File: config.mk
export PLATFORM = sky130hd
export DESIGN_NAME = cpyp_gain
export DESIGN_NICKNAME = d
export VERILOG_FILES = /design/src/rtl/cpyp_pkg.sv /design/src/rtl/cpyp_gain.sv
export SDC_FILE = /design/constraint.sdc
export NUM_CORES = 2
export LEC_CHECK = 0
export BUFFER_PORTS_ARGS = -buffer_cell sky130_fd_sc_hd__buf_2
export CAP_MARGIN = 25
export CORE_AREA = 5 5 234 236
export DETAILED_ROUTE_END_ITERATION = 10
export DIE_AREA = 0 0 239 241
export GPL_TIMING_DRIVEN = 0
export PLACE_DENSITY_LB_ADDON = 0.1
export SLEW_MARGIN = 0
export SYNTH_ARGS = -nofsm -noshare
export SYNTH_HDL_FRONTEND = slang
export SYNTH_SLANG_ARGS = --single-unit
File: constraint.sdc
create_clock -name clk -period 3 [get_ports clk]
set_input_delay 0.6 -clock clk [delete_from_list [all_inputs] [get_ports clk]]
set_output_delay 0.6 -clock clk [all_outputs]
set_load 0.01 [all_outputs]
File: src/rtl/cpyp_pkg.sv
package cpyp_pkg;

	// Guard fraction bits added below the input LSB before the rotations.
	localparam int GUARD_BITS = 16;

	// Rotation datapath widths: yaw works on longitude and latitude differences,
	// pitch on the altitude difference against the horizontal magnitude.
	localparam int XW_YAW   = 52;
	localparam int XW_PITCH = 60;

	// Angle accumulator: degrees with 32 fraction bits, room for +-512 degrees.
	localparam int ZW = 42;

	localparam int          RAD_FRAC        = 36;
	localparam longint      DEG_PER_RAD_Q22 = 64'sd240315917;
	localparam int          GAIN_W          = 30;
	localparam logic [29:0] GAIN_Q30        = 30'd652032874;

	localparam logic signed [ZW-1:0] Z_PLUS_90  = ZW'(longint'(90) <<< 32);
	localparam logic signed [ZW-1:0] Z_MINUS_90 = ZW'(-(longint'(90) <<< 32));

	typedef struct packed {
		logic valid;
		logic zero;
	} ctl_t;

	// Shift-and-subtract quotient, used only while the angle table is built.
	function automatic longint div_small(input longint num, input longint den);
		longint q;
		longint r;
		q = 0;
		r = 0;
		for (int b = 39; b >= 0; b--) begin
			r = (r <<< 1) | ((num >>> b) & 64'sd1);
			if (r >= den) begin
				r = r - den;
				q = q | (longint'(1) <<< b);
			end
		end
		return q;
	endfunction

	// Elementary angle atan(2^-i) in degrees with 32 fraction bits.
	function automatic longint elem_angle(input int unsigned i);
		longint      rad;
		longint      term;
		int unsigned e;
		rad = 0;
		if (i == 0) begin
			return longint'(45) <<< 32;
		end
		for (int unsigned k = 0; k < 19; k++) begin
			e = i * (2 * k + 1);
			if (e <= RAD_FRAC) begin
				term = div_small(longint'(1) <<< (RAD_FRAC - e), longint'(2 * k + 1));
				if (k[0]) begin
					rad = rad - term;
				end else begin
					rad = rad + term;
				end
			end
		end
		return (rad * DEG_PER_RAD_Q22 + (longint'(1) <<< 25)) >>> 26;
	endfunction

endpackage

File: src/rtl/cpyp_gain.sv
module cpyp_gain #(
	parameter int RW = 52,
	parameter int SIDE_W = 25
) (
	input  logic              clk,
	input  logic              arst_n,
	input  logic              in_valid,
	input  logic [RW-1:0]     raw_x,
	input  logic [SIDE_W-1:0] side_in,
	output logic              out_valid,
	output logic [RW-1:0]     mag,
	output logic [SIDE_W-1:0] side_out
);
	import cpyp_pkg::*;

	localparam int HI_W = RW - GAIN_W;
	localparam int PH_W = HI_W + GAIN_W;
	localparam int PL_W = 2 * GAIN_W;

	logic              valid_s1;
	logic              valid_s2;
	logic [PH_W-1:0]   p_hi_s1;
	logic [PL_W-1:0]   p_lo_s1;
	logic [SIDE_W-1:0] side_s1;
	logic [RW-1:0]     mag_s2;
	logic [SIDE_W-1:0] side_s2;

	always_ff @(posedge clk or negedge arst_n) begin
		if (!arst_n) begin
			valid_s1 <= 1'b0;
			valid_s2 <= 1'b0;
		end else begin
			valid_s1 <= in_valid;
			valid_s2 <= valid_s1;
		end
	end

	// The magnitude is split at bit 30 so that each product stays narrow; the
	// low product is floored before the two halves are added.
	always_ff @(posedge clk) begin
		p_hi_s1 <= PH_W'(raw_x[RW-1:GAIN_W]) * PH_W'(GAIN_Q30);
		p_lo_s1 <= PL_W'(raw_x[GAIN_W-1:0]) * PL_W'(GAIN_Q30);
		side_s1 <= side_in;
		mag_s2  <= RW'(p_hi_s1) + RW'(p_lo_s1[PL_W-1:GAIN_W]);
		side_s2 <= side_s1;
	end

	assign out_valid = valid_s2;
	assign mag       = mag_s2;
	assign side_out  = side_s2;

endmodule

==> results.yml <==
sta:
  relSlewSlack_pct: 59.5
  fin_ws_ns: -3.93
  fmax_mhz: 144
  hold_violations: 0
  period_minus_slack_ns: 6.93
  setup_viol_count_final: 74
  tightest_slew_ns: 0.600
  drv_slew: 0
  rsz0062_at_grt: "yes"
  skew_ns: 0.00948
  fin_crit_sh_pct: 231
synth:
  synth_edf_count: 0
  synth_fp_nets: 4605
  yosysSeqAreaShare_pct: 11.1
  ys_warn_count: 0
  async_flop_share_pct: 1.08
  synth_area_leaders: "fa_1 41%, ha_1 22%, inv_1 11%"
  syn_area_per_cell_um2: 10.3
  syn-instance-count: 3252
  ys_types: 66
  syn_area_um2: 33600
  synth_top_area_share_pct: 41.3
  ys_seq_elements: 185
  synthFlopType: "dfxtp_1"
  synth_top_area_cell: "fa_1"
floorplan:
  core_um2: 52200
  fp-row-count: 84
  io_pins: 158
  dieHeight_um: 241
  start_util_pct: 64.3
  dieArea_um2: 57600
  chipWidth_um: 239
status:
  failed_checks: "setup timing"
  status: "finished, violations left"
clocking:
  cts_buffer_depth: 2
  cts_buffers: 17
  clkSinkCount: 185
  cts-root-buf: "clkbuf_16"
  cts_htree_levels: 4
  insertion_delay_ns: 0.46
  cts.clk_slew.worst_paths_ns: 0.08
  cts_tree: "yes"
cells_and_area:
  num-nets-final: 4940
  layout-drive-gt1-share_pct: 21.4
  syn_to_final_growth_pct: 20.3
  layout_commonest_cell: "inv_1"
  layout_common_cells: "912 x inv_1, 649 x fa_1, 496 x ha_1"
  antenna_cells: 0
  utilization_pct: 77.3
  fillerInstances: 3373
grt:
  antenna_found_initial: 0
  grt_pass1_vias: 26319
  gr-total-overflow: 0
  grt_max_degree: 21
  grt_usage_pct: 33.7
  grt_first_pass_wirelength_mm: 148
worst_setup_path:
  critPathLaunchType: "primary input"
  crit_start: "raw_x[8]"
  cp.arrival_ns: 7.30
  worstRegToRegCells: 12
  regToRegSetupSlack_ns: 0.04
  crit_fanout: 4
  path_class: "primary input to register"
  cp-endpoint: "p_lo_s1[52]"
  end_kind: "register"
  worstReg2RegEnd: "mag[47]"
  timing.rr.start: "p_lo_s1[31]"
  cp.required_ns: 3.37
detailed_routing:
  routed_via_density: 5.61
  dr.pass1.iters: 6
  final_antenna_net_count: 0
  drc: 0
  wl_per_cell_um: 22.4
  routed_wl_mm: 96.2
  vias: 24071
  drt_iter0_drc: 1690
worst_hold_path:
  hold_class: "primary input to register"
place:
  place_congestion: 0.996
  dp.final_hpwl_mm: 78.8
  port_buffers: 157
run:
  drv_cap: 0
-- kinds of logic after synthesis --
family                     Yosys count  synth area share [%]
AOI/OAI and AO/OA                  371                  7.33
xor gates and xnor gates           122                  3.18
adders and majority gates         1273                  62.9
buffers and inverters             1017                  11.4
DFF                                185                  11.1
and+or+nand+nor                    284                  4.10
-- through the flow --
stage	hold WS (ns)	setup slack, ns	TNS [ns]	instance area, µm²	instances
floorplan	0.304	-3.71	-205.95	34400	3252
global placement	0.310	-4.92	-276.40	36000	4097
detailed placement	0.312	-4.96	-280.73	36000	4097
CTS	0.231	-3.84	-212.02	39200	4227
global route	0.227	-4.11	-230.92	40400	4288
finish	0.237	-3.93	-221.67	40400	4288
-- metal layers --
| metal | GRT usage, % | wire length, µm | up-vias | part of all wire (%) |
|---|---|---|---|---|
| met4 | 6.55 | 2170 | 0 | 2.3 |
| met2 | 52.6 | 44400 | 872 | 46 |
| met5 | 0 | 0 | - | 0 |
| li1 | - | - | 10746 | - |
| met1 | 50.2 | 41900 | 12313 | 44 |
| met3 | 6.52 | 7770 | 140 | 8.1 |
-- worst min-delay path by stage --
stage,start,to,slack (ns),depth (start not counted)
detailed placement,side_s1[19],side_out[19],0.31,0
floorplan,arst_n,out_valid,0.30,0
global placement,side_s1[2],side_out[2],0.31,0
global route,side_in[6],side_s1[6],0.23,1
finish,side_in[16],side_s1[16],0.24,1
CTS,side_in[4],side_s1[4],0.23,1
-- critical path, cell delays in order --
cell        delay, ns
buf_12           0.08
clkinvlp_4       0.17
fa_1             0.52
fa_1             0.51
inv_2            0.04
fa_1             0.52
inv_2            0.04
fa_1             0.53
inv_1            0.05
fa_1             0.50
fa_2             0.44
fa_1             0.51
inv_2            0.05
fa_1             0.50
inv_2            0.05
ha_4             0.26
nand4_1          0.14
a221oi_2         0.27
nor3_2           0.11
nor2_4           0.17
a31oi_4          0.14
o41ai_4          0.41
a221o_1          0.28
buf_4            0.14
a21oi_2          0.05
xnor2_1          0.20
-- cell usage after synthesis (3+ instances only) --
cell and number:
or3_1 5, inv_1 988, fa_1 693, xor2_1 37, and4_1 3, nor2_1 63
nand4_1 32, or4_1 3, o31ai_1 7, o22ai_1 5, a221o_1 4, xnor2_1 85
and2_1 5, nor2b_1 16, nor4_1 4, a21oi_1 115, a21o_1 56, o211a_1 3
o21ai_0 55, a31oi_1 26, nor3_1 15, dfxtp_1 183, nand3_1 18, o221ai_1 3
o21a_1 13, ha_1 580, a41oi_1 5, o21bai_1 16, a311oi_1 3, a211oi_1 8
o31a_1 5, a221oi_1 3, a31o_2 4, or2_2 6, o21ai_1 3, nand2_1 88
o211ai_1 13, and3_1 19, nand2b_1 4, clkbuf_1 26
-- registers in the layout (all words and copies together) (netlist names) --
register and cells:
mag 52, p_hi_s1 51, p_lo_s1 30, side_out 25, side_s1 25, out_valid 1
valid_s1 1
-- layout make-up --
class,instances,area (µm²),share of cell area [%]
Multi-Input combinational cell,2050,28600,70.8
Inverter,988,3790,9.37
Tap cell,688,861,2.13
Clock buffer,17,425,1.05
Buffer,20,148,0.365
Timing Repair Buffer,325,2700,6.67
Clock inverter,15,170,0.421
Sequential cell,185,3720,9.20
-- what timing repair did --
action,in CTS,in global routing
cloned,0,0
setup endpoints to repair,97,96
hold buffers,1,0
hold endpoints to repair,2,0
resized for setup,378,178
pin swaps,149,161
buffers inserted,108,74
Power is not shown: default switching activity piles up to over one toggle a cycle in this logic, so the estimate is an artifact.
